$ cat config.mk
export PLATFORM = sky130hd
export DESIGN_NAME = ec_meter_range_switch_calibration_unit
export DESIGN_NICKNAME = d
export VERILOG_FILES = /design/src/design/ecmrsc_pkg.sv /design/src/design/ecmrsc_div.sv /design/src/design/ec_meter_range_switch_calibration_unit.sv
export VERILOG_INCLUDE_DIRS = /design/src /design/src/design
export SDC_FILE = /design/constraint.sdc
export NUM_CORES = 2
export LEC_CHECK = 0
export BUFFER_PORTS_ARGS = -buffer_cell sky130_fd_sc_hd__buf_4
export CORE_AREA = 10 10 284 286
export DETAILED_ROUTE_END_ITERATION = 16
export DIE_AREA = 0 0 294 296
export GPL_TIMING_DRIVEN = 0
export SLEW_MARGIN = 5
export SYNTH_ARGS = -nofsm -noshare
export SYNTH_HDL_FRONTEND = slang
export SYNTH_SLANG_ARGS = --single-unit
$ cat constraint.sdc
create_clock -name i_clk -period 9.6 [get_ports i_clk]
set_input_delay 0.48 -clock i_clk [delete_from_list [all_inputs] [get_ports i_clk]]
set_output_delay 0.48 -clock i_clk [all_outputs]
set_load 0.005 [all_outputs]
$ cat src/design/ec_meter_range_switch_calibration_unit_defines.svh
// Assertion helpers shared by the RTL.
`ifndef EC_METER_RANGE_SWITCH_CALIBRATION_UNIT_DEFINES_SVH
`define EC_METER_RANGE_SWITCH_CALIBRATION_UNIT_DEFINES_SVH

// Same-cycle implication, muted while reset is low.
`define ECMRSC_ASSERT_IMP(label, clk, rst_n, ante, cons, msg) \
    label: assert property (@(posedge clk) disable iff (!(rst_n)) (ante) |-> (cons)) \
        else $error(msg);

// Next-cycle implication, muted while reset is low.
`define ECMRSC_ASSERT_NXT(label, clk, rst_n, ante, cons, msg) \
    label: assert property (@(posedge clk) disable iff (!(rst_n)) (ante) |=> (cons)) \
        else $error(msg);

`endif

$ cat src/design/ecmrsc_pkg.sv
package ecmrsc_pkg;

    // shared divider geometry
    localparam int DIVD_W = 40;
    localparam int DIVS_W = 28;
    localparam int CNT_W  = $clog2(DIVD_W + 1);

    typedef struct packed {
        logic              start;
        logic [DIVD_W-1:0] dividend;
        logic [DIVS_W-1:0] divisor;
    } t_div_req;

    typedef struct packed {
        logic              busy;
        logic              done;
        logic [DIVD_W-1:0] quotient;
    } t_div_rsp;

    // range hysteresis on raw * K (K is Q2.14)
    localparam logic [31:0] RANGE_UP_TH = 32'd40960000;   // 2500 << 14
    localparam logic [31:0] RANGE_DN_TH = 32'd32768000;   // 2000 << 14

    // calibration buffers
    localparam logic [13:0] REF_LOW  = 14'd1413;
    localparam logic [13:0] REF_HIGH = 14'd12880;
    localparam logic [15:0] BUF_LOW_MIN  = 16'd1900;
    localparam logic [15:0] BUF_LOW_MAX  = 16'd2900;
    localparam logic [15:0] BUF_HIGH_MIN = 16'd10000;
    localparam logic [15:0] BUF_HIGH_MAX = 16'd22000;

    // accepted K window, Q2.14, and the power-up K
    localparam logic [15:0] K_MIN   = 16'd8193;
    localparam logic [15:0] K_MAX   = 16'd24575;
    localparam logic [15:0] K_RESET = 16'd16384;

    // temperature factor, Q.20; 25 degrees in sixteenths
    localparam logic signed [25:0] F_ONE    = 26'sd1048576;
    localparam logic signed [12:0] T_REF_16 = 13'sd400;

    localparam logic [15:0] GAIN_RESET = 16'd1561;
    localparam logic [11:0] COEF_RESET = 12'd1212;

    // configuration register indexes
    localparam logic [1:0] REG_CELL_GAIN = 2'd0;
    localparam logic [1:0] REG_TEMP_COEF = 2'd1;
    localparam logic [1:0] REG_K_LOW     = 2'd2;
    localparam logic [1:0] REG_K_HIGH    = 2'd3;

    // op kinds
    localparam logic OP_MEASURE = 1'b0;
    localparam logic OP_COMMAND = 1'b1;

    // commands
    localparam logic [1:0] CMD_UNKNOWN = 2'd0;
    localparam logic [1:0] CMD_ENTER   = 2'd1;
    localparam logic [1:0] CMD_CAL     = 2'd2;
    localparam logic [1:0] CMD_EXIT    = 2'd3;

    // result status
    localparam logic [3:0] ST_NONE        = 4'd0;
    localparam logic [3:0] ST_ENTERED     = 4'd1;
    localparam logic [3:0] ST_CMD_ERR     = 4'd2;
    localparam logic [3:0] ST_BUF_UNKNOWN = 4'd3;
    localparam logic [3:0] ST_K_RANGE     = 4'd4;
    localparam logic [3:0] ST_LOW_OK      = 4'd5;
    localparam logic [3:0] ST_HIGH_OK     = 4'd6;
    localparam logic [3:0] ST_SAVE_LOW    = 4'd7;
    localparam logic [3:0] ST_SAVE_HIGH   = 4'd8;
    localparam logic [3:0] ST_EXIT_FAIL   = 4'd9;
    localparam logic [3:0] ST_EXIT_NONE   = 4'd10;

endpackage

$ cat src/design/ecmrsc_div.sv
// Restoring divider, one quotient bit per cycle.
module ecmrsc_div import ecmrsc_pkg::*; (
    input  logic     i_clk,
    input  logic     i_rst_n,
    input  t_div_req i_req,
    output t_div_rsp o_rsp
);

    logic [DIVS_W:0]   r_rem;
    logic [DIVD_W-1:0] r_quo;
    logic [DIVS_W-1:0] r_dsr;
    logic [CNT_W-1:0]  r_cnt;
    logic              r_done;

    logic [DIVS_W:0]   trial;
    logic [DIVS_W+1:0] diff;
    logic              ge;

    assign trial = {r_rem[DIVS_W-1:0], r_quo[DIVD_W-1]};
    assign diff  = {1'b0, trial} - {2'b00, r_dsr};
    assign ge    = ~diff[DIVS_W+1];

    always_ff @(posedge i_clk) begin
        if (!i_rst_n) begin
            r_cnt  <= '0;
            r_done <= 1'b0;
        end else if (i_req.start) begin
            r_quo  <= i_req.dividend;
            r_rem  <= '0;
            r_dsr  <= i_req.divisor;
            r_cnt  <= CNT_W'(DIVD_W);
            r_done <= 1'b0;
        end else if (r_cnt != '0) begin
            r_rem  <= ge ? diff[DIVS_W:0] : trial;
            r_quo  <= {r_quo[DIVD_W-2:0], ge};
            r_cnt  <= r_cnt - CNT_W'(1);
            r_done <= (r_cnt == CNT_W'(1));
        end else begin
            r_done <= 1'b0;
        end
    end

    assign o_rsp.busy     = (r_cnt != '0);
    assign o_rsp.done     = r_done;
    assign o_rsp.quotient = r_quo;

endmodule

$ cat src/design/ec_meter_range_switch_calibration_unit.sv
// Channel   Dir  Handshake            Payload
// s (item)  in   i_s_tvalid/o_s_tready tdata: voltage_mv, temperature, command; tuser: op
// m (res)   out  o_m_tvalid/i_m_tready tdata: ec_value, high_range, status, k_out
// cfg       in   i_cfg_valid/o_cfg_ready i_cfg_index, i_cfg_data
//
// A measure item steps through S_MUL_VG, S_MUL_TF, S_DISP, S_RANGE, S_NUM, S_DIV and S_OUT,
// skipping S_DIV when the temperature factor is not positive; a calibrate item that divides
// takes S_KMUL and the 40-step restoring divider after S_DISP. Other commands go from S_DISP to S_OUT.
// One item at a time: o_s_tready is high only when the sequencer is idle. The result
// sits in an output register, so the next item is taken while it waits for i_m_tready.
// Reset is synchronous, active low; the config port is always ready.
`include "ec_meter_range_switch_calibration_unit_defines.svh"

module ec_meter_range_switch_calibration_unit import ecmrsc_pkg::*; (
    input  logic        i_clk,
    input  logic        i_rst_n,
    input  logic        i_s_tvalid,
    output logic        o_s_tready,
    input  logic [31:0] i_s_tdata,    // [11:0] voltage_mv, [23:12] temperature, [25:24] command
    input  logic        i_s_tuser,    // [0] op
    output logic        o_m_tvalid,
    input  logic        i_m_tready,
    output logic [39:0] o_m_tdata,    // [15:0] ec_value, [16] high_range, [20:17] status,
                                      // [36:21] k_out
    input  logic        i_cfg_valid,
    output logic        o_cfg_ready,
    input  logic [1:0]  i_cfg_index,
    input  logic [15:0] i_cfg_data
);

    localparam logic [3:0] S_IDLE   = 4'd0;
    localparam logic [3:0] S_MUL_VG = 4'd1;
    localparam logic [3:0] S_MUL_TF = 4'd2;
    localparam logic [3:0] S_DISP   = 4'd3;
    localparam logic [3:0] S_RANGE  = 4'd4;
    localparam logic [3:0] S_NUM    = 4'd5;
    localparam logic [3:0] S_KMUL   = 4'd6;
    localparam logic [3:0] S_DIV    = 4'd7;
    localparam logic [3:0] S_OUT    = 4'd8;

    logic [3:0]  r_state, n_state;

    logic        r_op;
    logic [11:0] r_v;
    logic [11:0] r_t;
    logic [1:0]  r_cmd;

    logic [15:0] r_gain;
    logic [11:0] r_coef;
    logic [15:0] r_k_low, r_k_high, r_k_act;
    logic        r_hi;
    logic [15:0] r_last_raw;
    logic        r_in_cal, r_cal_done;

    logic [27:0]        r_vg;
    logic signed [25:0] r_f;
    logic [15:0]        r_raw;
    logic               r_buf_hi;
    logic               r_div_meas;

    logic [15:0] r_ec, r_kout;
    logic [3:0]  r_stat;
    logic        r_o_valid;
    logic [39:0] r_o_data;

    // shared multiplier
    logic [23:0] mul_a;
    logic [15:0] mul_b;
    logic [39:0] mul_p;

    logic signed [12:0] t_diff;
    logic [11:0]        t_abs;
    logic [28:0]        raw_sum;
    logic [15:0]        raw_sat;
    logic               buf_low, buf_high;
    logic               f_pos, f_zero;
    logic [37:0]        num;
    logic [15:0]        q_sat;
    logic               k_ok;
    logic               out_load;
    logic               s_acc;
    logic [3:0]         disp_stat;
    logic [15:0]        disp_kout;

    t_div_req div_req;
    t_div_rsp div_rsp;

    assign s_acc       = i_s_tvalid && o_s_tready;
    assign o_s_tready  = (r_state == S_IDLE);
    assign o_cfg_ready = 1'b1;
    assign o_m_tvalid  = r_o_valid;
    assign o_m_tdata   = r_o_data;

    assign t_diff = {r_t[11], r_t} - T_REF_16;
    assign t_abs  = t_diff[12] ? 12'(-t_diff) : t_diff[11:0];

    always_comb begin
        mul_a = '0;
        mul_b = '0;
        case (r_state)
            S_MUL_VG: begin
                mul_a = {12'd0, r_v};
                mul_b = r_gain;
            end
            S_MUL_TF: begin
                mul_a = {12'd0, t_abs};
                mul_b = {4'd0, r_coef};
            end
            S_RANGE, S_NUM: begin
                mul_a = {8'd0, r_raw};
                mul_b = r_k_act;
            end
            S_KMUL: begin
                mul_a = r_f[23:0];
                mul_b = {2'b00, r_buf_hi ? REF_HIGH : REF_LOW};
            end
            default: begin
                mul_a = '0;
                mul_b = '0;
            end
        endcase
    end

    assign mul_p = mul_a * mul_b;

    assign raw_sum = {1'b0, r_vg} + 29'd128;
    assign raw_sat = (|raw_sum[28:24]) ? 16'hFFFF : raw_sum[23:8];

    assign buf_low  = (r_last_raw > BUF_LOW_MIN) && (r_last_raw < BUF_LOW_MAX);
    assign buf_high = (r_last_raw > BUF_HIGH_MIN) && (r_last_raw < BUF_HIGH_MAX);

    assign f_pos  = !r_f[25] && (r_f != '0);
    assign f_zero = (r_f == '0);

    assign num = {mul_p[31:0], 6'd0};

    assign q_sat = (|div_rsp.quotient[DIVD_W-1:16]) ? 16'hFFFF : div_rsp.quotient[15:0];
    assign k_ok  = (div_rsp.quotient >= DIVD_W'(K_MIN)) &&
                   (div_rsp.quotient <= DIVD_W'(K_MAX));

    // status and K decided at dispatch; S_NUM sets K for a measure, a calibrate divide overwrites both
    always_comb begin
        disp_stat = ST_NONE;
        disp_kout = '0;
        if (r_op == OP_COMMAND) begin
            case (r_cmd)
                CMD_UNKNOWN: disp_stat = r_in_cal ? ST_CMD_ERR : ST_NONE;
                CMD_ENTER:   disp_stat = ST_ENTERED;
                CMD_CAL: begin
                    if (r_in_cal) begin
                        if (!buf_low && !buf_high) begin
                            disp_stat = ST_BUF_UNKNOWN;
                        end else if (r_vg == '0 || !f_pos) begin
                            disp_stat = ST_K_RANGE;
                        end
                    end
                end
                CMD_EXIT: begin
                    if (r_in_cal) begin
                        if (!r_cal_done) begin
                            disp_stat = ST_EXIT_FAIL;
                        end else if (buf_low) begin
                            disp_stat = ST_SAVE_LOW;
                            disp_kout = r_k_low;
                        end else if (buf_high) begin
                            disp_stat = ST_SAVE_HIGH;
                            disp_kout = r_k_high;
                        end else begin
                            disp_stat = ST_EXIT_NONE;
                        end
                    end
                end
                default: ;
            endcase
        end
    end

    always_comb begin
        div_req = '0;
        if (r_state == S_NUM && f_pos) begin
            div_req.start    = 1'b1;
            div_req.dividend = {2'b00, num} + DIVD_W'(r_f[25:1]);
            div_req.divisor  = {2'b00, r_f};
        end else if (r_state == S_KMUL) begin
            div_req.start    = 1'b1;
            div_req.dividend = {mul_p[37:0], 2'b00} + DIVD_W'(r_vg[27:1]);
            div_req.divisor  = r_vg;
        end
    end

    ecmrsc_div u_div (
        .i_clk   (i_clk),
        .i_rst_n (i_rst_n),
        .i_req   (div_req),
        .o_rsp   (div_rsp)
    );

    assign out_load = (r_state == S_OUT) && (!r_o_valid || i_m_tready);

    always_comb begin
        n_state = r_state;
        case (r_state)
            S_IDLE:   if (s_acc) n_state = S_MUL_VG;
            S_MUL_VG: n_state = S_MUL_TF;
            S_MUL_TF: n_state = S_DISP;
            S_DISP: begin
                if (r_op == OP_MEASURE) begin
                    n_state = S_RANGE;
                end else if (r_cmd == CMD_CAL && r_in_cal && (buf_low || buf_high) &&
                             r_vg != '0 && f_pos) begin
                    n_state = S_KMUL;
                end else begin
                    n_state = S_OUT;
                end
            end
            S_RANGE:  n_state = S_NUM;
            S_NUM:    n_state = f_pos ? S_DIV : S_OUT;
            S_KMUL:   n_state = S_DIV;
            S_DIV:    if (div_rsp.done) n_state = S_OUT;
            S_OUT:    if (out_load) n_state = S_IDLE;
            default:  n_state = S_IDLE;
        endcase
    end

    always_ff @(posedge i_clk) begin
        if (!i_rst_n) begin
            r_state    <= S_IDLE;
            r_gain     <= GAIN_RESET;
            r_coef     <= COEF_RESET;
            r_k_low    <= K_RESET;
            r_k_high   <= K_RESET;
            r_k_act    <= K_RESET;
            r_hi       <= 1'b0;
            r_last_raw <= '0;
            r_in_cal   <= 1'b0;
            r_cal_done <= 1'b0;
            r_o_valid  <= 1'b0;
        end else begin
            r_state <= n_state;

            if (i_cfg_valid) begin
                case (i_cfg_index)
                    REG_CELL_GAIN: r_gain   <= i_cfg_data;
                    REG_TEMP_COEF: r_coef   <= i_cfg_data[11:0];
                    REG_K_LOW:     r_k_low  <= {1'b0, i_cfg_data[14:0]};
                    REG_K_HIGH:    r_k_high <= {1'b0, i_cfg_data[14:0]};
                    default: ;
                endcase
            end

            case (r_state)
                S_IDLE: begin
                    if (s_acc) begin
                        r_op  <= i_s_tuser;
                        r_v   <= i_s_tdata[11:0];
                        r_t   <= i_s_tdata[23:12];
                        r_cmd <= i_s_tdata[25:24];
                    end
                end
                S_MUL_VG: r_vg <= mul_p[27:0];
                S_MUL_TF: r_f <= t_diff[12] ? F_ONE - $signed({2'b00, mul_p[23:0]})
                                            : F_ONE + $signed({2'b00, mul_p[23:0]});
                S_DISP: begin
                    r_ec   <= '0;
                    r_kout <= disp_kout;
                    r_stat <= disp_stat;
                    if (r_op == OP_MEASURE) begin
                        r_raw      <= raw_sat;
                        r_last_raw <= raw_sat;
                    end else begin
                        case (r_cmd)
                            CMD_ENTER: begin
                                r_in_cal   <= 1'b1;
                                r_cal_done <= 1'b0;
                            end
                            CMD_CAL: begin
                                if (r_in_cal) begin
                                    r_buf_hi <= !buf_low;
                                    if ((!buf_low && !buf_high) || r_vg == '0 || !f_pos) begin
                                        r_cal_done <= 1'b0;
                                    end
                                end
                            end
                            CMD_EXIT: begin
                                if (r_in_cal) begin
                                    r_in_cal   <= 1'b0;
                                    r_cal_done <= 1'b0;
                                end
                            end
                            default: ;
                        endcase
                    end
                end
                S_RANGE: begin
                    // hysteresis uses the K that was active before this sample
                    if (mul_p[31:0] > RANGE_UP_TH) begin
                        r_k_act <= r_k_high;
                        r_hi    <= 1'b1;
                    end else if (mul_p[31:0] < RANGE_DN_TH) begin
                        r_k_act <= r_k_low;
                        r_hi    <= 1'b0;
                    end
                end
                S_NUM: begin
                    r_kout     <= r_k_act;
                    r_div_meas <= 1'b1;
                    if (f_zero) begin
                        r_ec <= (num != '0) ? 16'hFFFF : 16'h0000;
                    end
                end
                S_KMUL: r_div_meas <= 1'b0;
                S_DIV: begin
                    if (div_rsp.done) begin
                        if (r_div_meas) begin
                            r_ec <= q_sat;
                        end else begin
                            r_kout <= q_sat;
                            if (k_ok) begin
                                r_cal_done <= 1'b1;
                                if (r_buf_hi) begin
                                    r_k_high <= div_rsp.quotient[15:0];
                                    r_stat   <= ST_HIGH_OK;
                                end else begin
                                    r_k_low <= div_rsp.quotient[15:0];
                                    r_stat  <= ST_LOW_OK;
                                end
                            end else begin
                                r_cal_done <= 1'b0;
                                r_stat     <= ST_K_RANGE;
                            end
                        end
                    end
                end
                default: ;
            endcase

            if (out_load) begin
                r_o_valid <= 1'b1;
                r_o_data  <= {3'd0, r_kout, r_stat, r_hi, r_ec};
            end else if (r_o_valid && i_m_tready) begin
                r_o_valid <= 1'b0;
            end
        end
    end

    `ECMRSC_ASSERT_NXT(a_busy_after_accept, i_clk, i_rst_n, s_acc, !o_s_tready,
        "input taken while an item was still in work")
    `ECMRSC_ASSERT_IMP(a_div_done_in_div, i_clk, i_rst_n, div_rsp.done, r_state == S_DIV,
        "divider finished outside the divide state")
    `ECMRSC_ASSERT_IMP(a_cal_done_needs_cal, i_clk, i_rst_n, r_cal_done, r_in_cal,
        "calibration marked done outside calibration")
    `ECMRSC_ASSERT_IMP(a_start_when_free, i_clk, i_rst_n, div_req.start, !div_rsp.busy,
        "divider restarted while busy")

endmodule

==> results.yml <==
status:
  outcome: "finished, final reports clean"
yosys:
  netlist_area_sq_um: 33400
  yosysSeqAreaShare_pct: 30.5
  ys_ff_latch: 375
  avgSynthCellArea_sq_um: 9.32
  ys_async_sr_fraction_pct: 0
  syn_inst: 3581
  synthDistinctLibCells: 97
  synth_top_flop_cell: "edfxtp_1"
  yosysWarnings: 0
  synth-edff-count: 268
pwr:
  power.density_nw_per_um2: 204
  leakage_uw: 0.0169
  power_uw: 8160
  vdd_drop_max_uv: 145
routing:
  dr.pass1.iters: 6
  vias: 28600
  avgViaCountPerCell: 5.81
  wl_mm: 116
  wl_per_cell_um: 23.7
  ant_nets: 0
  first_iter_violations: 2722
  drc: 0
critical_path:
  cpMostUsedCell: "fa_1"
  cp-start-kind: "register"
  r2r_slack_ns: 0.17
  slowest_stage: "fa_1"
  critPathMaxFanout: 7
  slowest_delay_ns: 0.54
  rr_startpoint: "r_t[5]$_DFFE_PP_"
  arrival_ns: 9.95
  required_ns: 10.12
  reg2reg_to: "r_k_act[11]$_SDFFE_PN0P_"
  critPathCaptureType: "register"
  r2r_cells: 38
  worstSetupPathType: "reg2reg"
die:
  dieArea_sq_um: 87000
  die_w_um: 294
  start_util_pct: 44.4
  die_y_um: 296
  core-area_sq_um: 75200
  rows: 101
  ios: 99
global_routing:
  grt_pass1_vias: 28000
  antenna_found_initial: 6
  grt_max_degree: 30
  gr-total-overflow: 0
  grt_usage_pct: 26.2
  grt_pass1_wl_mm: 173
finish:
  syn_to_final_growth_pct: 19.9
  n_antenna_cell: 0
  drive_gt1_share_pct: 15.9
  layoutNonFillerInstCount: 4916
  fin_nets: 4450
  utilization_pct: 53.2
  n_fill_cell: 6907
worst_hold_path:
  hold_path_depth: 1
  min_from: "i_s_tdata[0]"
  hold_path_class: "in2reg"
  min_to: "r_v[0]$_DFFE_PP_"
sta:
  fin_skew_ns: 0.0863
  max_freq_mhz: 106
  slew_headroom_pct: 11.6
  finalCriticalPeriod_ns: 9.43
  maxSlewViolCount: 0
  finalHoldViolCount: 0
  fin_ws_ns: 0.174
  finalCritPeriodShare_pct: 98.2
  worst_pin_slew_ns: 1.32
  setup-violations-final: 0
clocking:
  cts_tree: "built"
  cts.clk_slew.worst_paths_ns: 0.06
  numCtsBuffers: 44
  h-tree-depth: 2
  clockRootBuffer: "clkbuf_16"
  clock_latency_ns: 0.63
  cts_sinks: 375
  cts_max_path_buffers: 3
placement:
  dp_cells: 4711
  dp_hpwl_mm: 90.7
  pre_cts_ws_ns: -2.98
  portBuffers: 87
  finalWeightedCongestion: 0.966
job:
  cap_violations: 0
[cells in the final DEF, fill, tap and decap left out, types with 44 or more instances in the layout]
cell type / synthesis / routed
inv_1: 475 / 472
dfxtp_1: 107 / 103
mux2i_1: 56 / 56
nor3_1: 60 / 51
clkbuf_1: 131 / 89
conb_1: 2 / 49
nand2_1: 408 / 393
a21o_1: 49 / 49
buf_4: 5 / 228
a211oi_1: 57 / 51
fa_1: 308 / 305
a21oi_1: 139 / 125
clkbuf_16: 0 / 44
ha_1: 184 / 167
xnor2_1: 95 / 85
edfxtp_1: 268 / 268
xor2_1: 52 / 48
o21ai_0: 113 / 102
nor2_1: 350 / 331
nand3_1: 68 / 65
[flip-flops by register name (all words and copies together), names as in the netlist, 16 cells and up]
name and flops:
r_last_raw 16, r_raw 16, r_k_low 16, r_kout 16
u_div.r_dsr 28, r_k_high 16, r_gain 16, r_f 26
r_k_act 16, r_vg 28, u_div.r_quo 40, u_div.r_rem 28
r_ec 16, o_m_tdata 37
[worst max-delay path by stage]
stage / from / slack (ns) / end / depth (start not counted)
after floorplan: r_state[0]$_SDFFE_PN0P_ / 0.004 / u_div.r_quo[36]$_DFFE_PP_ / 34
after global placement: r_state[0]$_SDFFE_PN0P_ / -3.24 / r_k_act[14]$_SDFFE_PN1P_ / 35
after detailed placement: r_state[2]$_SDFFE_PN0P_ / -2.98 / r_k_act[14]$_SDFFE_PN1P_ / 37
after CTS: r_state[3]$_SDFFE_PN0P_ / 0.01 / u_div.r_quo[36]$_DFFE_PP_ / 36
after global routing: r_t[4]$_DFFE_PP_ / -0.11 / u_div.r_quo[32]$_DFFE_PP_ / 37
final: r_t[5]$_DFFE_PP_ / 0.17 / r_k_act[11]$_SDFFE_PN0P_ / 38
[through the flow]
stage          hold WS (ns)  area, sq um  setup TNS [ns]
6_report             0.0325        40000               0
5_1_grt              0.0237        40000           -1.39
4_1_cts              0.0151        38700               0
3_5_place_dp          0.405        35700         -146.41
3_3_place_gp          0.403        35400         -232.82
2_1_floorplan         0.400        33500               0
[timing repair]
| item | 4_1_cts | 5_1_grt |
|---|---|---|
| gates resized for setup | 190 | 183 |
| endpoints found under the setup margin | 84 | 54 |
| pin swaps | 53 | 73 |
| hold buffers | 0 | 0 |
| buffers inserted | 82 | 61 |
| gates cloned | 0 | 1 |
[power by group]
| group | switching [uW] | leakage [uW] | internal (uW) |
|---|---|---|---|
| sequential | 210 | 0.00334 | 2050 |
| clock | 760 | 0.000779 | 1130 |
| combinational | 2370 | 0.0128 | 1640 |
| total | 3340 | 0.0169 | 4820 |
[layout make-up]
| type | count | area, sq um | area share (%) |
|---|---|---|---|
| clock inverters | 34 | 502 | 1.25 |
| plain buffers | 141 | 747 | 1.87 |
| clock buffers | 48 | 1120 | 2.79 |
| inverters | 477 | 1790 | 4.48 |
| multi-input cells | 2615 | 22300 | 55.9 |
| flip-flops and latches | 375 | 10200 | 25.5 |
| repair buffers | 248 | 2080 | 5.21 |
| well taps | 978 | 1220 | 3.06 |
[logic make-up after synthesis]
family / share of synthesized area [%]
AND/OR/NAND/NOR: 15.6
AO/OA/AOI/OAI: 15.4
buffers and inverters: 7.39
adder cells (fa/ha/maj): 25.4
flip-flops: 30.5
XOR/XNOR: 3.96
multiplexers: 1.78
other: 0.0225
[Yosys cell counts, types with 60 or more instances]
| cell | n | share of area (%) |
|---|---|---|
| nand2_1 | 408 | 4.6 |
| dfxtp_1 | 107 | 6.4 |
| edfxtp_1 | 268 | 24 |
| o21ai_0 | 113 | 1.7 |
| inv_1 | 475 | 5.3 |
| xnor2_1 | 95 | 2.5 |
| ha_1 | 184 | 6.9 |
| a21oi_1 | 139 | 2.1 |
| fa_1 | 308 | 18 |
| nor2_1 | 350 | 3.9 |
| clkbuf_1 | 131 | 1.5 |
| nand3_1 | 68 | 1.0 |
| nor3_1 | 60 | 0.90 |
[worst max-delay path, delay by kind of cell, from the launching register on]
kind,cells,cell delay [ns]
adders and majority gates,8,3.71
AOI/OAI and AO/OA,11,2.10
and+or+nand+nor,7,1.37
buffers and inverters,9,1.18
xor gates and xnor gates,3,0.53
DFF,1,0.43
[metal layers]
metal	global-route usage, %	routed length, um
met1	34.0	47100
met2	42.6	53200
met3	5.03	9680
met4	11.1	6400
met5	0	47
(Power assumes the default switching activity.)
